$ cat config.mk
export PLATFORM = sky130hd
export DESIGN_NAME = psg_tone_noise_generator_top_flat
export DESIGN_NICKNAME = d
export VERILOG_FILES = /design/src/sv/psg_pkg.sv /design/src/sv/psg_in_if.sv /design/src/sv/psg_out_if.sv /design/src/sv/psg_tone_noise_generator_top.sv /design/src/sv/psg_regs.sv /design/src/sv/psg_gen.sv /design/src/sv/psg_noise.sv /design/src/flat_wrapper.sv
export SDC_FILE = /design/constraint.sdc
export NUM_CORES = 1
export LEC_CHECK = 0
export ABC_AREA = 0
export BUFFER_PORTS_ARGS = -buffer_cell sky130_fd_sc_hd__buf_2
export CAP_MARGIN = 20
export CORE_MARGIN = 4
export CORE_UTILIZATION = 56
export CTS_CLUSTER_DIAMETER = 120
export CTS_CLUSTER_SIZE = 28
export DETAILED_ROUTE_END_ITERATION = 8
export GPL_TIMING_DRIVEN = 0
export PLACE_DENSITY = 0.78
export SETUP_SLACK_MARGIN = 0.2
export SLEW_MARGIN = 20
export SYNTH_ARGS = -nofsm -noshare
export SYNTH_HDL_FRONTEND = slang
export SYNTH_SLANG_ARGS = --single-unit
$ cat constraint.sdc
create_clock -name i_clk -period 8.3 [get_ports i_clk]
set_input_delay 0 -clock i_clk [delete_from_list [all_inputs] [get_ports i_clk]]
set_output_delay 0 -clock i_clk [all_outputs]
set_load 0.02 [all_outputs]
$ cat src/sv/psg_pkg.sv
package psg_pkg;

    // white noise feedback pattern register
    localparam int TAPS_W = 15;
    localparam logic [TAPS_W-1:0] TAPS_RESET = 15'h6000;

    // configuration port
    localparam int PADDR_W = 1;
    localparam int PDATA_W = 32;
    localparam logic [PADDR_W-1:0] ADDR_TAPS = 1'b0;

    // chip register numbers and fields
    localparam logic [2:0] REG_NOISE_CTRL = 3'd6;
    localparam logic [1:0] NOISE_MODE_TONE2 = 2'd3;
    localparam int NOISE_CTRL_W = 3;
    localparam int ATTEN_W = 4;
    localparam int AMP_W = 16;

    // noise clock generator: period 16 << mode, 128 wraps to zero
    localparam int NOISE_CNT_W = 7;
    localparam logic [NOISE_CNT_W-1:0] NOISE_BASE_PERIOD = 7'd16;

    // 2 dB per step attenuation table, last step is silent
    function automatic logic [AMP_W-1:0] vol_amp(input logic [ATTEN_W-1:0] atten);
        logic [AMP_W-1:0] amp;
        case (atten)
            4'd0:    amp = 16'd32768;
            4'd1:    amp = 16'd26029;
            4'd2:    amp = 16'd20675;
            4'd3:    amp = 16'd16423;
            4'd4:    amp = 16'd13045;
            4'd5:    amp = 16'd10362;
            4'd6:    amp = 16'd8231;
            4'd7:    amp = 16'd6538;
            4'd8:    amp = 16'd5193;
            4'd9:    amp = 16'd4125;
            4'd10:   amp = 16'd3277;
            4'd11:   amp = 16'd2603;
            4'd12:   amp = 16'd2068;
            4'd13:   amp = 16'd1642;
            4'd14:   amp = 16'd1305;
            default: amp = 16'd0;
        endcase
        return amp;
    endfunction

endpackage

$ cat src/sv/psg_in_if.sv
interface psg_in_if;
    logic       valid;
    logic       ready;
    logic       func;
    logic [7:0] write_data;

    modport source (output valid, output func, output write_data, input ready);
    modport sink (input valid, input func, input write_data, output ready);
endinterface

$ cat src/sv/psg_out_if.sv
interface psg_out_if;
    logic        valid;
    logic        ready;
    logic [15:0] amp_tone0;
    logic [15:0] amp_tone1;
    logic [15:0] amp_tone2;
    logic [15:0] amp_noise;

    modport source (output valid, output amp_tone0, output amp_tone1, output amp_tone2,
                    output amp_noise, input ready);
    modport sink (input valid, input amp_tone0, input amp_tone1, input amp_tone2,
                  input amp_noise, output ready);
endinterface

$ cat src/sv/psg_tone_noise_generator_top.sv
// Four-channel sound generator: three square-wave tone channels and one noise
// channel. Each input transfer is a bus byte write (func 0) or one tick of the
// divided generator clock (func 1); only ticks produce an output transfer, which
// carries the four channel amplitudes after that tick's toggles and shifts.
// The block takes one input transfer per cycle unless a tick finds a result still
// waiting in the output register. An item sits in an input register while the
// register file, the four down counters and the shift register update, and a
// tick's amplitudes then land in the output register, where its result is valid.
// The output register stalls only ticks; writes pass through while a result waits.
// The white noise feedback pattern sits at APB byte address 0 and resets to 0x6000.
// LFSR_WIDTH sets the noise shift register length, TONE_PERIOD_BITS the tone period
// width (a period of zero counts as the full range).
module psg_tone_noise_generator_top #(
    parameter int LFSR_WIDTH       = 15,
    parameter int TONE_PERIOD_BITS = 10
) (
    input  logic                           i_clk,
    input  logic                           i_rst_n,
    psg_in_if.sink                         i_in,
    psg_out_if.source                      o_out,
    input  logic                           psel,
    input  logic                           penable,
    input  logic                           pwrite,
    input  logic [psg_pkg::PADDR_W-1:0]    paddr,
    input  logic [psg_pkg::PDATA_W-1:0]    pwdata,
    output logic [psg_pkg::PDATA_W-1:0]    prdata,
    output logic                           pready
);
    import psg_pkg::*;

    logic                                r_in_valid;
    logic                                r_in_func;
    logic [7:0]                          r_in_data;
    logic                                r_out_valid;
    logic [AMP_W-1:0]                    r_amp_tone0;
    logic [AMP_W-1:0]                    r_amp_tone1;
    logic [AMP_W-1:0]                    r_amp_tone2;
    logic [AMP_W-1:0]                    r_amp_noise;
    logic [TAPS_W-1:0]                   r_taps;

    logic                                advance;
    logic                                tick;
    logic                                wr;
    logic [2:0][TONE_PERIOD_BITS-1:0]    period;
    logic [3:0][ATTEN_W-1:0]             atten;
    logic [NOISE_CTRL_W-1:0]             noise_ctrl;
    logic                                noise_reload;
    logic [2:0]                          tone_sq_next;
    logic [2:0]                          tone_rose;
    logic                                noise_clk_sq_next;
    logic                                noise_clk_rose;
    logic                                noise_shift;
    logic                                lfsr_bit0_next;
    logic [NOISE_CNT_W-1:0]              noise_period;

    // input stage moves on unless a tick finds the result register full and not being taken
    assign advance    = r_in_valid && (!r_in_func || !r_out_valid || o_out.ready);
    assign tick       = advance && r_in_func;
    assign wr         = advance && !r_in_func;
    assign i_in.ready = !r_in_valid || advance;

    always_ff @(posedge i_clk) begin
        if (!i_rst_n) begin
            r_in_valid <= 1'b0;
        end else if (i_in.ready) begin
            r_in_valid <= i_in.valid;
        end
    end

    always_ff @(posedge i_clk) begin
        if (i_in.ready && i_in.valid) begin
            r_in_func <= i_in.func;
            r_in_data <= i_in.write_data;
        end
    end

    // chip register file
    psg_regs #(
        .TONE_PERIOD_BITS (TONE_PERIOD_BITS)
    ) u_regs (
        .i_clk          (i_clk),
        .i_rst_n        (i_rst_n),
        .i_wr           (wr),
        .i_data         (r_in_data),
        .o_period       (period),
        .o_atten        (atten),
        .o_noise_ctrl   (noise_ctrl),
        .o_noise_reload (noise_reload)
    );

    // three tone generators
    for (genvar g = 0; g < 3; g++) begin : g_tone
        psg_gen #(
            .CNT_W (TONE_PERIOD_BITS)
        ) u_gen (
            .i_clk         (i_clk),
            .i_rst_n       (i_rst_n),
            .i_step        (tick),
            .i_period      (period[g]),
            .o_square_next (tone_sq_next[g]),
            .o_rose        (tone_rose[g])
        );
    end

    // noise clock generator, the longest period wraps to zero
    assign noise_period = NOISE_BASE_PERIOD << noise_ctrl[1:0];

    psg_gen #(
        .CNT_W (NOISE_CNT_W)
    ) u_noise_clk (
        .i_clk         (i_clk),
        .i_rst_n       (i_rst_n),
        .i_step        (tick),
        .i_period      (noise_period),
        .o_square_next (noise_clk_sq_next),
        .o_rose        (noise_clk_rose)
    );

    // noise shifts on tone 2 or on its own clock, never both
    assign noise_shift = (noise_ctrl[1:0] == NOISE_MODE_TONE2) ? tone_rose[2] : noise_clk_rose;

    psg_noise #(
        .LFSR_WIDTH (LFSR_WIDTH)
    ) u_noise (
        .i_clk       (i_clk),
        .i_rst_n     (i_rst_n),
        .i_reload    (noise_reload),
        .i_shift     (noise_shift),
        .i_white     (noise_ctrl[2]),
        .i_taps      (r_taps),
        .o_bit0_next (lfsr_bit0_next)
    );

    // result register
    always_ff @(posedge i_clk) begin
        if (!i_rst_n) begin
            r_out_valid <= 1'b0;
        end else if (tick) begin
            r_out_valid <= 1'b1;
        end else if (o_out.ready) begin
            r_out_valid <= 1'b0;
        end
    end

    always_ff @(posedge i_clk) begin
        if (tick) begin
            r_amp_tone0 <= tone_sq_next[0] ? vol_amp(atten[0]) : '0;
            r_amp_tone1 <= tone_sq_next[1] ? vol_amp(atten[1]) : '0;
            r_amp_tone2 <= tone_sq_next[2] ? vol_amp(atten[2]) : '0;
            r_amp_noise <= lfsr_bit0_next ? '0 : vol_amp(atten[3]);
        end
    end

    assign o_out.valid     = r_out_valid;
    assign o_out.amp_tone0 = r_amp_tone0;
    assign o_out.amp_tone1 = r_amp_tone1;
    assign o_out.amp_tone2 = r_amp_tone2;
    assign o_out.amp_noise = r_amp_noise;

    // configuration register; the noise clock square itself is not observed
    always_ff @(posedge i_clk) begin
        if (!i_rst_n) begin
            r_taps <= TAPS_RESET;
        end else if (psel && penable && pwrite && (paddr == ADDR_TAPS)) begin
            r_taps <= pwdata[TAPS_W-1:0];
        end
    end

    assign prdata = (paddr == ADDR_TAPS) ? PDATA_W'({noise_clk_sq_next & 1'b0, r_taps}) : '0;
    assign pready = 1'b1;

endmodule

$ cat src/sv/psg_regs.sv
module psg_regs #(
    parameter int TONE_PERIOD_BITS = 10
) (
    input  logic                                          i_clk,
    input  logic                                          i_rst_n,
    input  logic                                          i_wr,
    input  logic [7:0]                                    i_data,
    output logic [2:0][TONE_PERIOD_BITS-1:0]              o_period,
    output logic [3:0][psg_pkg::ATTEN_W-1:0]              o_atten,
    output logic [psg_pkg::NOISE_CTRL_W-1:0]              o_noise_ctrl,
    output logic                                          o_noise_reload
);
    import psg_pkg::*;

    logic [2:0]                             r_latched;
    logic [2:0][TONE_PERIOD_BITS-1:0]       r_period;
    logic [3:0][ATTEN_W-1:0]                r_atten;
    logic [NOISE_CTRL_W-1:0]                r_noise_ctrl;

    logic                                   latch;
    logic [2:0]                             reg_sel;
    logic [1:0]                             idx;
    logic [TONE_PERIOD_BITS-1:0]            period_low;
    logic [TONE_PERIOD_BITS-1:0]            period_high;

    // a latch byte selects the register in the same write
    assign latch   = i_data[7];
    assign reg_sel = latch ? i_data[6:4] : r_latched;
    assign idx     = reg_sel[2:1];

    // low nibble update keeps the upper bits, data update keeps the low nibble
    always_comb begin
        period_low  = r_period[idx];
        period_low[3:0] = i_data[3:0];
        period_high = (TONE_PERIOD_BITS'(i_data[5:0]) << 4)
                    | TONE_PERIOD_BITS'(r_period[idx][3:0]);
    end

    // register file writes
    always_ff @(posedge i_clk) begin
        if (!i_rst_n) begin
            r_latched    <= '0;
            r_period     <= '0;
            r_atten      <= '1;
            r_noise_ctrl <= '0;
        end else if (i_wr) begin
            if (latch) begin
                r_latched <= i_data[6:4];
            end
            if (reg_sel == REG_NOISE_CTRL) begin
                r_noise_ctrl <= i_data[NOISE_CTRL_W-1:0];
            end else if (reg_sel[0]) begin
                r_atten[idx] <= i_data[ATTEN_W-1:0];
            end else if (latch) begin
                r_period[idx] <= period_low;
            end else begin
                r_period[idx] <= period_high;
            end
        end
    end

    assign o_period       = r_period;
    assign o_atten        = r_atten;
    assign o_noise_ctrl   = r_noise_ctrl;
    assign o_noise_reload = i_wr && (reg_sel == REG_NOISE_CTRL);

endmodule

$ cat src/sv/psg_gen.sv
module psg_gen #(
    parameter int CNT_W = 10
) (
    input  logic             i_clk,
    input  logic             i_rst_n,
    input  logic             i_step,
    input  logic [CNT_W-1:0] i_period,
    output logic             o_square_next,
    output logic             o_rose
);
    logic [CNT_W-1:0] r_cnt;
    logic             r_square;
    logic             expire;

    // a zero period wraps to the full count through the decrement
    assign expire = i_step && (r_cnt == '0);

    // down counter with reload and square output toggle
    always_ff @(posedge i_clk) begin
        if (!i_rst_n) begin
            r_cnt    <= '0;
            r_square <= 1'b0;
        end else if (i_step) begin
            if (expire) begin
                r_cnt    <= i_period - 1'b1;
                r_square <= ~r_square;
            end else begin
                r_cnt <= r_cnt - 1'b1;
            end
        end
    end

    assign o_square_next = expire ? ~r_square : r_square;
    assign o_rose        = expire && !r_square;

endmodule

$ cat src/sv/psg_noise.sv
module psg_noise #(
    parameter int LFSR_WIDTH = 15
) (
    input  logic                        i_clk,
    input  logic                        i_rst_n,
    input  logic                        i_reload,
    input  logic                        i_shift,
    input  logic                        i_white,
    input  logic [psg_pkg::TAPS_W-1:0]  i_taps,
    output logic                        o_bit0_next
);
    import psg_pkg::*;

    localparam logic [LFSR_WIDTH-1:0] LfsrTop = LFSR_WIDTH'(1) << (LFSR_WIDTH - 1);

    logic [LFSR_WIDTH-1:0] r_lfsr;
    logic [LFSR_WIDTH-1:0] n_lfsr;
    logic [LFSR_WIDTH-1:0] taps;

    // periodic noise feeds back through the top bit only
    assign taps = i_white ? LFSR_WIDTH'(i_taps) : LfsrTop;

    always_comb begin
        n_lfsr = r_lfsr;
        if (i_reload) begin
            n_lfsr = LfsrTop;
        end else if (i_shift) begin
            n_lfsr = (r_lfsr >> 1) ^ (r_lfsr[0] ? taps : '0);
        end
    end

    always_ff @(posedge i_clk) begin
        if (!i_rst_n) begin
            r_lfsr <= LfsrTop;
        end else begin
            r_lfsr <= n_lfsr;
        end
    end

    assign o_bit0_next = n_lfsr[0];

endmodule

$ cat src/flat_wrapper.sv
// flat-port wrapper written by rule: the top's interface ports become plain ports
module psg_tone_noise_generator_top_flat import psg_pkg::*;
#(
    parameter int LFSR_WIDTH       = 15,
    parameter int TONE_PERIOD_BITS = 10
)
  (i_clk, i_rst_n, psel, penable, pwrite, paddr, pwdata, prdata, pready, i_in_valid, i_in_func, i_in_write_data, i_in_ready, o_out_valid, o_out_amp_tone0, o_out_amp_tone1, o_out_amp_tone2, o_out_amp_noise, o_out_ready);
  psg_in_if i_in_i ();
  psg_out_if o_out_i ();
  input  logic i_clk;
  input  logic i_rst_n;
  input  logic psel;
  input  logic penable;
  input  logic pwrite;
  input  logic [psg_pkg::PADDR_W-1:0] paddr;
  input  logic [psg_pkg::PDATA_W-1:0] pwdata;
  output logic [psg_pkg::PDATA_W-1:0] prdata;
  output logic pready;
  input wire logic [$bits(i_in_i.valid)-1:0] i_in_valid;
  input wire logic [$bits(i_in_i.func)-1:0] i_in_func;
  input wire logic [$bits(i_in_i.write_data)-1:0] i_in_write_data;
  output wire logic [$bits(i_in_i.ready)-1:0] i_in_ready;
  output wire logic [$bits(o_out_i.valid)-1:0] o_out_valid;
  output wire logic [$bits(o_out_i.amp_tone0)-1:0] o_out_amp_tone0;
  output wire logic [$bits(o_out_i.amp_tone1)-1:0] o_out_amp_tone1;
  output wire logic [$bits(o_out_i.amp_tone2)-1:0] o_out_amp_tone2;
  output wire logic [$bits(o_out_i.amp_noise)-1:0] o_out_amp_noise;
  input wire logic [$bits(o_out_i.ready)-1:0] o_out_ready;
  assign i_in_i.valid = i_in_valid;
  assign i_in_i.func = i_in_func;
  assign i_in_i.write_data = i_in_write_data;
  assign i_in_ready = i_in_i.ready;
  assign o_out_valid = o_out_i.valid;
  assign o_out_amp_tone0 = o_out_i.amp_tone0;
  assign o_out_amp_tone1 = o_out_i.amp_tone1;
  assign o_out_amp_tone2 = o_out_i.amp_tone2;
  assign o_out_amp_noise = o_out_i.amp_noise;
  assign o_out_i.ready = o_out_ready;
  psg_tone_noise_generator_top #(.LFSR_WIDTH(LFSR_WIDTH), .TONE_PERIOD_BITS(TONE_PERIOD_BITS)) u_core (.i_clk(i_clk), .i_rst_n(i_rst_n), .i_in(i_in_i), .o_out(o_out_i), .psel(psel), .penable(penable), .pwrite(pwrite), .paddr(paddr), .pwdata(pwdata), .prdata(prdata), .pready(pready));
endmodule
After elaboration in Yosys (flattened, before gate mapping)
Memory sizes are Yosys's and may differ from the RTL's. A register that Yosys moved wholly into a read port is not among the register bits.
Cells that the tools add are included.
{"block": "word_totals", "ff_bits": 134, "rom_bits": 1024, "input_bits": 49, "n_memories": 4}
{"name": "(no name shown)", "depth": 16, "width": 16, "rd": 1, "rd_ports_with_merged_regs": 1, "write_ports": 0, "line": "psg_pkg.sv:26", "source": "case (atten)"}
{"name": "(no name shown)", "depth": 16, "width": 16, "rd": 1, "rd_ports_with_merged_regs": 1, "write_ports": 0, "line": "psg_pkg.sv:26"}
{"name": "(no name shown)", "depth": 16, "width": 16, "rd": 1, "rd_ports_with_merged_regs": 1, "write_ports": 0, "line": "psg_pkg.sv:26"}
{"name": "(no name shown)", "depth": 16, "width": 16, "rd": 1, "rd_ports_with_merged_regs": 1, "write_ports": 0, "line": "psg_pkg.sv:26"}
{"block": "op_classes", "n_addsub": 8, "n_lt_le_gt_ge": 2, "eq_ne": 2, "n_shift": 1, "n_mux": 26, "n_bitwise": 10, "n_reduce_logical": 36}
{"operator": "bitwise mux 30 bit", "count": 2}
{"operator": "subtractor 10 x 1 -> 10 bit (second input constant)", "count": 6}
{"operator": "two-way mux 10 bit", "count": 5}
{"operator": "two-way mux 15 bit", "count": 3}
{"operator": "logical NOT 10 bit", "count": 3}
{"operator": "two-way mux 30 bit", "count": 1}
{"operator": "binary-select mux 10 bit (select 2 bit)", "count": 1}
{"operator": "demux 10 bit (select 2 bit)", "count": 1}
{"operator": "bitwise mux 16 bit", "count": 1}
{"operator": "logical AND 1 bit", "count": 15}
{"operator": "XOR 14 x 15 -> 15 bit", "count": 1}
{"operator": "subtractor 7 x 1 -> 7 bit (second input constant)", "count": 2}
{"operator": "bitwise OR 10 x 4 -> 10 bit", "count": 1}
{"operator": "demux 4 bit (select 2 bit)", "count": 1}
{"operator": "logical NOT 1 bit", "count": 8}
{"operator": "two-way mux 1 bit", "count": 8}
{"operator": "NOT 1 bit", "count": 8}
{"operator": "logical NOT 7 bit", "count": 1}
{"operator": "two-way mux 7 bit", "count": 1}
{"operator": "<< shifter 5 x 2 -> 7 bit (first input constant)", "count": 1}
{"operator": "AND reduction 3 bit", "count": 2}
{"operator": "two-way mux 4 bit", "count": 1}
{"operator": "AND reduction 2 bit", "count": 2}
{"operator": "== test 3 bit (second input constant)", "count": 1}
{"operator": "7 further kinds", "count": 9}

Longest topological paths before layout
Gate-level depths: netlist (run 1).
{"block": "depth", "ltp_word": 10, "ltp_mapped": 11}

Modules after synthesis
A second synthesis (run 1) with hierarchy kept.
{"block": "unflattened", "hier_cells": 1180, "area_unflattened_um2": 11309.6}
{"mod": "psg_tone_noise_generator_top", "n_inst": 1, "cells_each": 449, "area_per_inst_um2": 4812.1, "seq_area_each_um2": 2532.4}
{"mod": "psg_gen (u_core.g_tone[0].u_gen ...)", "n_inst": 3, "cells_each": 110, "area_per_inst_um2": 968.4, "seq_area_each_um2": 220.2}
{"mod": "psg_regs", "n_inst": 1, "cells_each": 251, "area_per_inst_um2": 2293.4, "seq_area_each_um2": 1041.0}
{"mod": "psg_noise", "n_inst": 1, "cells_each": 86, "area_per_inst_um2": 745.7, "seq_area_each_um2": 300.3}
{"mod": "psg_gen (u_core.u_noise_clk)", "n_inst": 1, "cells_each": 64, "area_per_inst_um2": 553.0, "seq_area_each_um2": 160.2}

Worst setup path before layout (run 1)
No wires, ideal clock.
{"block": "synth_path", "path_kind": "reg-to-reg", "from": "reg u_core.r_out_valid (netlist: u_core.o_out.valid)", "to": "reg u_core.r_amp_noise[0] (netlist: u_core.o_out.amp_noise[0]), enable pin", "setup_time_ns": 0.453, "arrival_time_ns": 3.215, "t_required_ns": 7.847, "path_slack_ns": 4.632, "path_stages_with_launch": 8, "path_buffers": 4, "period_less_slack_ns": 3.668, "cell_sequence": "dfxtp_1 -> nand2b_1 -> clkbuf_1 -> nand2_1 -> buf_2 -> inv_2 -> buf_2 -> buf_1"}
{"block": "synth_via", "elab_chain_len": 10, "elab_cells_between_ends": 14, "classes_between": "mux: 3; reduce/logical: 11"}
{"item": "from (decl)", "line": "psg_tone_noise_generator_top.sv:34", "source": "logic r_out_valid;"}
{"item": "from (signal assigned)", "line": "psg_tone_noise_generator_top.sv:137", "source": "r_out_valid <= 1'b0;"}
{"item": "from (signal assigned)", "line": "psg_tone_noise_generator_top.sv:139", "source": "r_out_valid <= 1'b1;"}
{"item": "from (signal assigned)", "line": "psg_tone_noise_generator_top.sv:141", "source": "r_out_valid <= 1'b0;"}
{"item": "logical NOT 1 bit (*)", "line": "psg_tone_noise_generator_top.sv:57", "source": "assign advance = r_in_valid && (!r_in_func || !r_out_valid || o_out.ready);"}
{"item": "logical OR 1 bit (*) (2 in a row)", "line": "psg_tone_noise_generator_top.sv:57"}
{"item": "logical AND 1 bit (*)", "line": "psg_tone_noise_generator_top.sv:57"}
{"item": "logical AND 1 bit (*)", "line": "psg_tone_noise_generator_top.sv:58", "source": "assign tick = advance && r_in_func;"}
{"item": "via u_core.g_tone[0].u_gen.i_step", "line": "psg_gen.sv:6", "source": "input logic i_step,"}
{"item": "logical AND 1 bit", "line": "psg_gen.sv:16", "source": "assign expire = i_step && (r_cnt == '0);"}
{"item": "logical AND 1 bit", "line": "psg_gen.sv:34", "source": "assign o_rose = expire && !r_square;"}
{"item": "two-way mux 1 bit", "line": "psg_tone_noise_generator_top.sv:120", "source": "assign noise_shift = (noise_ctrl[1:0] == NOISE_MODE_TONE2) ? tone_rose[2] : noise_clk_rose;"}
{"item": "two-way mux 1 bit", "line": "psg_noise.sv:27", "source": "end else if (i_shift) begin"}
{"item": "two-way mux 1 bit", "line": "psg_noise.sv:25", "source": "if (i_reload) begin"}
{"item": "to (decl)", "line": "psg_tone_noise_generator_top.sv:38", "source": "logic [AMP_W-1:0] r_amp_noise;"}
Mark *: on every way through the listed nets, which the timed path passes. The rest lies on a longest branch.
A chain may end at the register's enable or synchronous reset.

Worst setup path in the final report (run 1)
{"block": "layout_path", "from": "reg u_core.r_in_func", "to": "reg u_core.g_tone[2].u_gen.r_cnt[8]"}
{"block": "layout_via", "elab_chain_len": 7}
{"item": "from (decl)", "line": "psg_tone_noise_generator_top.sv:32", "source": "logic r_in_func;"}
{"item": "from (signal assigned)", "line": "psg_tone_noise_generator_top.sv:72", "source": "r_in_func <= i_in.func;"}
{"item": "logical NOT 1 bit", "line": "psg_tone_noise_generator_top.sv:57"}
{"item": "logical OR 1 bit (2 in a row)", "line": "psg_tone_noise_generator_top.sv:57"}
{"item": "logical AND 1 bit", "line": "psg_tone_noise_generator_top.sv:57"}
{"item": "logical AND 1 bit (*)", "line": "psg_tone_noise_generator_top.sv:58"}
{"item": "logical AND 1 bit", "line": "psg_gen.sv:16"}
{"item": "two-way mux 10 bit", "line": "psg_gen.sv:24", "source": "if (expire) begin"}
{"item": "to (signal assigned)", "line": "psg_gen.sv:25", "source": "r_cnt <= i_period - 1'b1;"}
{"item": "to (signal assigned)", "line": "psg_gen.sv:28", "source": "r_cnt <= r_cnt - 1'b1;"}
{"item": "to (decl)", "line": "psg_gen.sv:11", "source": "logic [CNT_W-1:0] r_cnt;"}
Mark *: on every way between the ends. The rest lies on a longest branch, timed or not.

==> key figures, run 1 <==
Worst setup path
  • CP arrival: 3370 ps
  • Worst EP required: 8630 ps
  • Critical Path Slowest Stage Cell: a311oi_1
  • Crit path launch: u_core.r_in_func
  • Max incr delay on CP: 420 ps
  • CP Max Fanout: 10
  • Startpoint Class: flop
  • Critical path class: flop to flop
  • CP delay by family, top: compound AO/OA/AOI/OAI gates
  • CP Capture Type: flop
  • Critical-path cell list: nand2_1, nor3_1, buf_2, a31oi_1, ha_1, nand2b_1, or2_2, a311oi_1, a41oi_1, o31a_1
  • CP bufs+invs: 1
  • Reg-to-Reg Start: u_core.r_in_func

Logic synthesis
  • Area of the mapped netlist: 10600 µm²
  • Top cells by count, synth: dfxtp_1 (125), nor2_1 (125), nand2_1 (119)
  • Post-synth top area cell: dfxtp_1
  • Post-synth ARST share: 0%
  • Avg Inst Size Synth: 9.06 µm²
  • Fraction of the yosys area taken by sequential cells: 44.1%
  • Post-Synthesis Cells: 1175
  • Synth area leaders: dfxtp_1 (24%), edfxtp_1 (21%), nor2_1 (4.4%)
  • Ys flop type: dfxtp_1
  • Post-synth top area share: 23.5%
  • Post-synth EDFFs: 73
  • Yosys warns: 0
  • Distinct cells, synth: 84
  • Register bit count reported by yosys: 198

Route
  • Initial drt markers: 871
  • Antenna Nets Post-Route: 0
  • Via Count: 9713
  • Routed WL: 28.8 mm
  • Drc violations: 0
  • Routed length per instance: 18.1 µm
  • Vias per std cell: 6.09
  • Pre-antenna DRT Iters: 5

Layout
  • Layout cells sized above 1: 16.9%
  • Antenna diodes: 0
  • Nets: 1432
  • Area Growth Syn to Fin: 16.9%
  • Fillers: 1534

Pwr
  • P_leak: 0.00482 µW
  • Pwr dens: 176 nW/µm²
  • Worst VDD drop: 157 µV
  • Total power: 2190 µW

GRT
  • Initial antenna violation count: 0
  • Vias in the first global route: 9008
  • Global Route Usage Sum: 26.4%
  • First-pass GRT wire length: 46.2 mm
  • Pin count of the biggest net entering global routing: 37
  • Grt ovf: 0

Timing
  • RSZ-0062 raised after global routing: false
  • Fin crit share: 36.7%
  • Hold Fails Final Rpt: 0
  • Relative slew slack: 39.4%
  • Setup TNS: 0 ps
  • Final setup viols: 0
  • Min Tclk post-route: 3040 ps
  • Slew @ Worst Pin: 902 ps
  • Skew final: 10.3 ps
  • F_max: 0.329 GHz
  • Slew Viols, Final: 0

Placed design
  • Port Buf Inserts: 112
  • RePlAce Congestion: 0.975
  • Dpl hpwl: 20.2 mm

Die
  • Die outline width: 146 µm
  • Initial core utilization: 56.9%
  • Number of top-level pins: 148
  • Die Height: 146 µm
  • # rows: 50
  • Die area: 21300 µm²
  • Core area: 18700 µm²

Clock network
  • Clk pin slew, worst setup/hold paths: 80 ps
  • Clk buf depth: 2
  • Post-CTS sizing: 0
  • # H-tree levels: 4
  • Root buf cell: clkbuf_16
  • Clk_lat worst skew: 440 ps
  • Clock sink total: 198
  • Cts bufs inserted: 17
  • TritonCTS clock tree: yes

Status
  • Status: completed

Hold path
  • Min-Delay Path Class: input pin to flop
  • Worst hold start: i_rst_n

Flow run
  • Max Cap Violations: 0
## timing repair
action | 4_1_cts | 5_1_grt
setup buffers | 0 | 0
endpoints found under the hold margin | 25 | 0
hold buffers | 25 | 0
## power breakdown
part | total [µW] | switching [µW] | internal, µW
Clock | 829 | 387 | 441
Combinational | 296 | 187 | 108
Sequential | 1070 | 33.1 | 1040
Total | 2190 | 607 | 1590
## tightest hold or removal path, delay by kind of cell
kind	cells	cell delay (ps)
buf+inv	1	180
simple gates	1	160
compound gates	1	60
## through the flow
| step | area [µm²] | util (%) | setup slack [ps] | hold WS (ps) | std cells |
|---|---|---|---|---|---|
| 3_3_place_gp | 11600 | 61.8 | 3330 | 177 | 1537 |
| 4_1_cts | 12400 | 66.5 | 5310 | 7.76 | 1596 |
| 5_1_grt | 12400 | 66.5 | 5070 | 70.1 | 1596 |
| 6_report | 12400 | 66.5 | 5260 | 6.49 | 1596 |
| 2_1_floorplan | 10700 | - | 4630 | 78.1 | 1191 |
| 3_5_place_dp | 11600 | 62.0 | 5320 | 178 | 1539 |
## placed cells by master (no fill, tap or decap), drive strengths merged, types with 14 or more instances in the layout
master         n
a211oi        45
a21oi         90
a31oi         41
buf          158
clkbuf        63
conb          18
dfxtp        125
dlygate4sd3   25
edfxtp        73
ha            34
inv           28
mux2i         29
nand2        120
nand2b        15
nand3         37
nor2         126
nor2b         33
nor3          33
nor4          14
o211ai        15
o21ai         61
xor2          18
## cells by family after synthesis
family	Yosys count	synth area share [%]
other	2	0.0706
buffers and inverters	110	4.89
adders and majority gates	34	4.00
and+or+nand+nor	439	20.5
xor gates and xnor gates	24	2.05
DFF	198	44.1
AOI/OAI and AO/OA	334	21.1
muxes	34	3.26
## flip-flops by register name, indices dropped and copies added, names as in the netlist, 3 cells and up
| name | flops |
|---|---|
| u_core.g_tone.u_gen.r_cnt | 30 |
| u_core.u_regs.o_period | 30 |
| u_core.o_out.amp_noise | 16 |
| u_core.o_out.amp_tone0 | 16 |
| u_core.o_out.amp_tone1 | 16 |
| u_core.o_out.amp_tone2 | 16 |
| u_core.u_regs.o_atten | 16 |
| u_core.r_taps | 15 |
| u_core.u_noise.r_lfsr | 15 |
| u_core.r_in_data | 8 |
| u_core.u_noise_clk.r_cnt | 7 |
| u_core.g_tone.u_gen.r_square | 3 |
| u_core.u_regs.o_noise_ctrl | 3 |
| u_core.u_regs.r_latched | 3 |
## path summary, 6_finish.rpt
| check | end | slack (ps) | cells after the start |
|---|---|---|---|
| worst max-delay path | u_core.g_tone[2].u_gen.r_cnt[8] | 5260 | 10 |
| worst min-delay path | u_core.u_noise.r_lfsr[13] | 6 | 3 |
| worst max register to register | u_core.g_tone[2].u_gen.r_cnt[8] | 5260 | 10 |
| worst min register to register | u_core.r_taps[9] | 480 | 2 |
## layout make-up
| type | instances | area (µm²) | area share [%] |
|---|---|---|---|
| repair buffers | 139 | 851 | 6.84 |
| multi-input cells | 883 | 5490 | 44.1 |
| flip-flops and latches | 198 | 4690 | 37.8 |
| clock buffers | 18 | 450 | 3.62 |
| plain buffers | 89 | 443 | 3.56 |
| well taps | 234 | 293 | 2.35 |
| inverters | 21 | 78.8 | 0.634 |
| clock inverters | 14 | 139 | 1.12 |
## per-layer routing
metal	GRT usage (%)	wire length (µm)	vias to the layer above
met5	0	0	-
li1	-	-	4670
met3	4.80	2270	84
met1	35.6	12200	4538
met4	11.0	1030	0
met2	42.1	13300	421
No activity file was read; power rests on OpenSTA's default activity.
==> inputs of run 2 (changes only) <==
- CORE_UTILIZATION: 56 -> 53
- PLACE_DENSITY: 0.78 -> 0.77
- clock period: 8.3 -> 2.6 ns (I/O delays scaled with it)
==> run 2 against run 1 <==
Compared with the run above: total power rose to 3.2 times the previous value; utilization up 0.090 points; worst hold slack better by 31 ps; non-clock buffer count up 22; maximum frequency up 23%; global-route usage down 0.96 points; final area up 4.9%; combinational power rose to 3.6 times the previous value; via count up 1.8%; sequential cell count unchanged; sequential power rose to 3.2 times the previous value.
==> key figures, run 2 (synthesized netlist as in run 1, its figures left out) <==
Route
  • Pre-antenna DRT Iters: 5 (unchanged)
  • Drc violations: 0 (unchanged)
  • Routed length per instance: 17.8 µm (-1.5%)
  • Antenna Nets Post-Route: 0 (unchanged)
  • Routed WL: 29.3 mm (+1.7%)
  • Vias per std cell: 5.99 (-1.5%)
  • Via Count: 9884 (+1.8%)
  • Initial drt markers: 964 (+11%)

Flow run
  • Max Cap Violations: 0 (unchanged)

GRT
  • Pin count of the biggest net entering global routing: 74 (+100%)
  • Initial antenna violation count: 0 (unchanged)
  • Vias in the first global route: 9053 (+0.50%)
  • Grt ovf: 0 (unchanged)
  • First-pass GRT wire length: 46.3 mm (about the same)
  • Global Route Usage Sum: 25.5% (-0.96 points)

Pwr
  • Clock power frac: 36.5% (-1.3 points)
  • Seq pwr share: 48.3% (-0.4 points)
  • Total power: 7090 µW (+220%)
  • Pwr dens: 543 nW/µm² (+210%)
  • Worst VDD drop: 515 µV (+230%)
  • P_leak: 0.00504 µW (+4.4%)
  • Total net switching power: 2060 µW (+240%)
  • P_int: 5020 µW (+220%)
  • Logic gate share of total power: 15.2% (+1.7 points)
  • Sw Share: 29.1% (+1.4 points)

Die
  • Die area: 22400 µm² (+5.3%)
  • Number of top-level pins: 148 (unchanged)
  • Die Height: 150 µm (+2.6%)
  • Core area: 19600 µm² (+4.7%)
  • # rows: 51 (+2.0%)
  • Die outline width: 150 µm (+2.6%)
  • Initial core utilization: 54.3% (-2.6 points)

Worst setup path
  • Critical path class: flop to flop
  • Worst EP required: 2920 ps (-5710 ps)
  • CP arrival: 2790 ps (-580 ps)
  • CP Max Fanout: 5 (-5)
  • Crit path launch: u_core.g_tone[2].u_gen.r_cnt[0]
  • Reg-to-Reg Start: u_core.g_tone[2].u_gen.r_cnt[0]
  • Startpoint Class: flop
  • CP Capture Type: flop

Layout
  • Area Growth Syn to Fin: 22.6%
  • Most frequent cells in the layout: buf_2 (121), nor2_1 (120), nand2_1 (118), dfxtp_1 (117), a21oi_1 (88)
  • Antenna diodes: 0 (unchanged)
  • Post-Layout Cell Count: 1649 (+3.3%)
  • Commonest non-fill, non-tap cell in the layout: buf_2
  • Fin util: 66.6% (+0.090 points)
  • Nets: 1454 (+1.5%)
  • Layout cells sized above 1: 22.5% (+5.6 points)

Placed design
  • Dpl hpwl: 19.8 mm (-1.8%)
  • Placed instance count: 1568 (+1.9%)
  • Port Buf Inserts: 112 (unchanged)
  • RePlAce Congestion: 0.942 (-3.4%)

Timing
  • Hold Fails Final Rpt: 0 (unchanged)
  • Min Tclk post-route: 2470 ps (-570 ps)
  • F_max: 0.404 GHz (+23%)
  • Slew Viols, Final: 0 (unchanged)
  • RSZ-0062 raised after global routing: true
  • WHS: 37.9 ps (+31.5 ps)
  • Final setup viols: 0 (unchanged)
  • Relative slew slack: 46.1% (+6.7 points)
  • Fin crit share: 95.1% (+58 points)
  • Setup TNS: 0 ps (unchanged)
  • Skew final: 15.3 ps (+4.96 ps)
  • Slew @ Worst Pin: 809 ps (-93.5 ps)

Clock network
  • Root buf cell: clkbuf_16
  • Clk pin slew, worst setup/hold paths: 80 ps (about the same)
  • Clk_lat worst skew: 440 ps (about the same)
  • Clock sink total: 198 (unchanged)
  • # H-tree levels: 4 (unchanged)
  • TritonCTS clock tree: yes
  • Cts bufs inserted: 17 (unchanged)
  • Clk buf depth: 2 (unchanged)

Hold path
  • Worst hold start: i_rst_n
  • Min-Delay Path Class: input pin to flop

Status
  • Status: completed
[run 2: cell types whose count changed in the layout (fill, tap and decap cells not counted), sizes merged]
cell / delta
inv: +2
clkbuf: +1
bufinv: -1
buf: +20
[run 2: layout make-up]
| type | count | area [µm²] |
|---|---|---|
| plain buffers | 89 | 513 |
| clock buffers | 17 | 425 |
| clock inverters | 15 | 154 |
| fillers | 1606 | 6550 |
| inverters | 21 | 78.8 |
| multi-input cells | 883 | 5810 |
| flip-flops and latches | 198 | 4710 |
| well taps | 265 | 332 |
| repair buffers | 161 | 1020 |
[run 2: worst paths after layout]
path | end | slack (ps) | cells after the start
hold reg to reg | u_core.r_taps[6] | 480 | 2
setup / recovery | u_core.g_tone[2].u_gen.r_cnt[8] | 130 | 10
setup reg to reg | u_core.g_tone[2].u_gen.r_cnt[8] | 130 | 10
hold / removal | u_core.u_noise.r_lfsr[13] | 40 | 3
[run 2: critical path: stages, from the launching register on]
cell and delay (ps):
dfxtp_2 360, or4_4 580, nor3_4 220, buf_6 140
a31oi_2 90, ha_2 220, nand2b_4 80, or2_4 140
a311oi_4 40, and4_1 210, o31a_1 290
[run 2: power groups by stage]
stage                     logic [µW]  registers [µW]  clock network, µW
after CTS                        979            3410               2620
after floorplan                  638            3480                  0
final                           1080            3420               2590
after global routing            1170            3430               2760
after detailed placement         889            3480                  0
after global placement           875            3470                  0
[run 2: timing repair]
item,4_1_cts,5_1_grt
endpoints found under the hold margin,25,0
cloned,0,2
hold buffers,25,0
gates resized for setup,41,50
setup endpoints to repair,128,152
pin swaps,12,15
setup buffers,10,12
[run 2: per-stage QoR]
step / setup slack (ps) / cell area (µm²)
after CTS: 153 / 12700
after detailed placement: -290 / 11600
final: 127 / 13000
after global placement: -282 / 11600
after floorplan: 208 / 10700
after global routing: 49.9 / 13000
[run 2: layer usage]
layer	global-route usage (%)	up-vias	wire length [µm]	share of wire [%]
li1	-	4699	-	-
met3	4.18	75	2120	7.2
met5	0	-	0	0
met1	34.0	4643	12400	42
met4	9.24	0	814	2.8
met2	41.9	467	14000	48
==> inputs of run 3 (changes only) <==
- SETUP_SLACK_MARGIN: 0.2 -> 0.05
==> run 3 against run 2 <==
Compared with the run above: register-to-register slack worse by 150 ps; via count down 1.5%; non-clock buffer count down 18; largest cell class unchanged; the flow now finishes with violations (negative setup slack); highest routed layer unchanged; sequential cell count unchanged; largest power group unchanged; critical path depth up 1; worst setup slack worse by 150 ps.
==> key figures, run 3 (synthesized netlist as in run 1, its figures left out) <==
Pwr
  • P_leak: 0.00486 µW (-3.6%)
  • Sw Share: 27.9% (-1.2 points)
  • Worst VDD drop: 511 µV (-0.75%)
  • Total net switching power: 1920 µW (-6.7%)
  • Seq pwr share: 49.5% (+1.2 points)
  • Pwr dens: 544 nW/µm² (+0.20%)
  • P_int: 4980 µW (-0.87%)
  • Clock power frac: 36.0% (-0.5 points)
  • Logic gate share of total power: 14.5% (-0.7 points)
  • Total power: 6900 µW (-2.6%)

Clock network
  • Root buf cell: clkbuf_16
  • Clk pin slew, worst setup/hold paths: 70 ps (about the same)
  • Clk buf depth: 2 (unchanged)
  • # H-tree levels: 4 (unchanged)
  • Clk_lat worst skew: 440 ps (about the same)
  • TritonCTS clock tree: yes
  • Cts bufs inserted: 17 (unchanged)
  • Clock sink total: 198 (unchanged)

Route
  • Drc violations: 0 (unchanged)
  • Vias per std cell: 5.97 (-0.38%)
  • Initial drt markers: 748 (-22%)
  • Routed length per instance: 17.6 µm (-0.76%)
  • Routed WL: 28.8 mm (-1.8%)
  • Via Count: 9739 (-1.5%)
  • Antenna Nets Post-Route: 0 (unchanged)
  • Pre-antenna DRT Iters: 5 (unchanged)

Timing
  • RSZ-0062 raised after global routing: true
  • Setup TNS: -24.0 ps (-24.0 ps)
  • F_max: 0.381 GHz (-5.7%)
  • Min Tclk post-route: 2620 ps (+151 ps)
  • Relative slew slack: 41.8% (-4.3 points)
  • Final setup viols: 1 (+1)
  • Final worst setup slack: -24.0 ps (-151 ps)
  • Slew @ Worst Pin: 866 ps (+57.6 ps)
  • Fin crit share: 101% (+5.8 points)
  • Skew final: 9.59 ps (-5.66 ps)
  • Hold Fails Final Rpt: 0 (unchanged)
  • Slew Viols, Final: 0 (unchanged)

Worst setup path
  • Critical path class: flop to flop
  • CP Max Fanout: 10 (+5)
  • Reg-to-Reg Start: u_core.r_in_func
  • Cells on worst reg2reg path: 11 (+1)
  • CP Capture Type: flop
  • R2R Setup Slk: -20 ps (-150 ps)
  • Startpoint Class: flop
  • Worst EP required: 2920 ps (about the same)
  • CP arrival: 2940 ps (+150 ps)
  • Critical R2R Capture: u_core.g_tone[2].u_gen.r_cnt[8]

GRT
  • Global Route Usage Sum: 25.4% (-0.074 points)
  • Grt ovf: 0 (unchanged)
  • First-pass GRT wire length: 45.7 mm (-1.3%)
  • Initial antenna violation count: 0 (unchanged)
  • Pin count of the biggest net entering global routing: 39 (-47%)
  • Vias in the first global route: 8898 (-1.7%)

Layout
  • Multi-input combinational cell area: 5660 µm² (-2.6%)
  • Most frequent cells in the layout: buf_2 (124), nor2_1 (121), dfxtp_1 (121), nand2_1 (118), a21oi_1 (90)
  • Layout cells sized above 1: 19.4% (-3.1 points)
  • Fillers: 1640 (+2.1%)
  • Antenna diodes: 0 (unchanged)
  • Register area: 4700 µm² (-0.16%)
  • Area Growth Syn to Fin: 19.2%
  • Commonest non-fill, non-tap cell in the layout: buf_2
  • Nets: 1436 (-1.2%)
  • Final instance area: 12700 µm² (-2.8%)

Placed design
  • Dpl hpwl: 20.2 mm (+1.7%)
  • RePlAce Congestion: 0.930 (-1.3%)
  • Dpl cell area: 11600 µm² (unchanged)
  • Port Buf Inserts: 112 (unchanged)

Flow run
  • Max Cap Violations: 0 (unchanged)

Hold path
  • Min-Delay Path Class: input pin to flop
  • Hold EP: u_core.u_noise.r_lfsr[13]
  • Worst hold stages: 3 (unchanged)
  • Worst hold start: i_rst_n

Die
  • Die outline width: 150 µm (unchanged)
  • Die Height: 150 µm (unchanged)
  • Number of top-level pins: 148 (unchanged)
  • Core area: 19600 µm² (unchanged)
  • # rows: 51 (unchanged)
  • Die area: 22400 µm² (unchanged)
  • Initial core utilization: 54.3% (unchanged)

Status
  • Failing checks: negative setup slack
  • Status: finished, violations left
## run 3: cell types whose count changed in the layout (fill, tap and decap cells not counted), sizes merged
cell	delta
inv	-5
clkinv	-2
clkbuf	-1
buf	-14
clkinvlp	+4
## run 3: worst max-delay path by stage
stage / from / end / depth (start not counted)
final: u_core.r_in_func / u_core.g_tone[2].u_gen.r_cnt[8] / 11
after global routing: u_core.o_out.valid / u_core.g_tone[2].u_gen.r_cnt[8] / 11
after CTS: u_core.r_in_func / u_core.g_tone[2].u_gen.r_cnt[8] / 10
after detailed placement: u_core.r_in_func / u_core.g_tone[2].u_gen.r_cnt[8] / 10
after global placement: u_core.o_out.valid / u_core.o_out.amp_tone0[0] / 7
after floorplan: u_core.o_out.valid / u_core.g_tone[2].u_gen.r_cnt[8] / 11
## run 3: final cells by class
cell class | instances | share of cell area, %
buffer | 88 | 3.74
clock buffer | 20 | 3.60
clock inverter | 12 | 0.740
inverter | 21 | 0.622
multi-input combinational | 883 | 44.6
sequential | 198 | 37.1
tap | 265 | 2.61
timing repair buffer | 144 | 7.01
## run 3: worst max-delay path, cell delays in order, from the launching register on
cell and delay [ps]:
edfxtp_1 440, and2_1 200, buf_6 150, nand3_2 110, nor2_2 60, a21oi_1 160
ha_2 210, nand2b_1 90, or2_2 330, a311oi_4 300, a41oi_1 150, o31a_1 310
## run 3: routing by layer
metal	wire, µm	track usage, %	vias up
li1	-	-	4667
met1	11900	33.1	4561
met2	13800	41.9	431
met3	2250	4.85	80
met4	912	9.93	0
met5	0	0	-
## run 3: what timing repair did
item                       in CTS  in global routing
setup endpoints to repair      72                 95
hold endpoints to repair       25                  0
hold buffers                   25                  0
buffers inserted                3                  3
gates resized for setup        17                 37
pin swaps                       4                  3
## run 3: power groups by stage
| stage | clock network (µW) | logic [µW] | registers (µW) |
|---|---|---|---|
| detailed placement | 0 | 890 | 3480 |
| global route | 2660 | 1090 | 3430 |
| finish | 2480 | 999 | 3420 |
| CTS | 2510 | 936 | 3410 |
| global placement | 0 | 874 | 3480 |
| floorplan | 0 | 634 | 3480 |
## run 3: metrics by stage
step                hold WS [ps]  cells  util, %  setup slack [ps]
finish                      34.7   1631     64.7             -24.0
global route                46.8   1631     64.7              -171
CTS                         17.5   1628     63.9             -98.3
detailed placement           178   1569     59.3              -297
global placement             178   1568     59.2              -776
floorplan                   78.1   1191        -              70.9
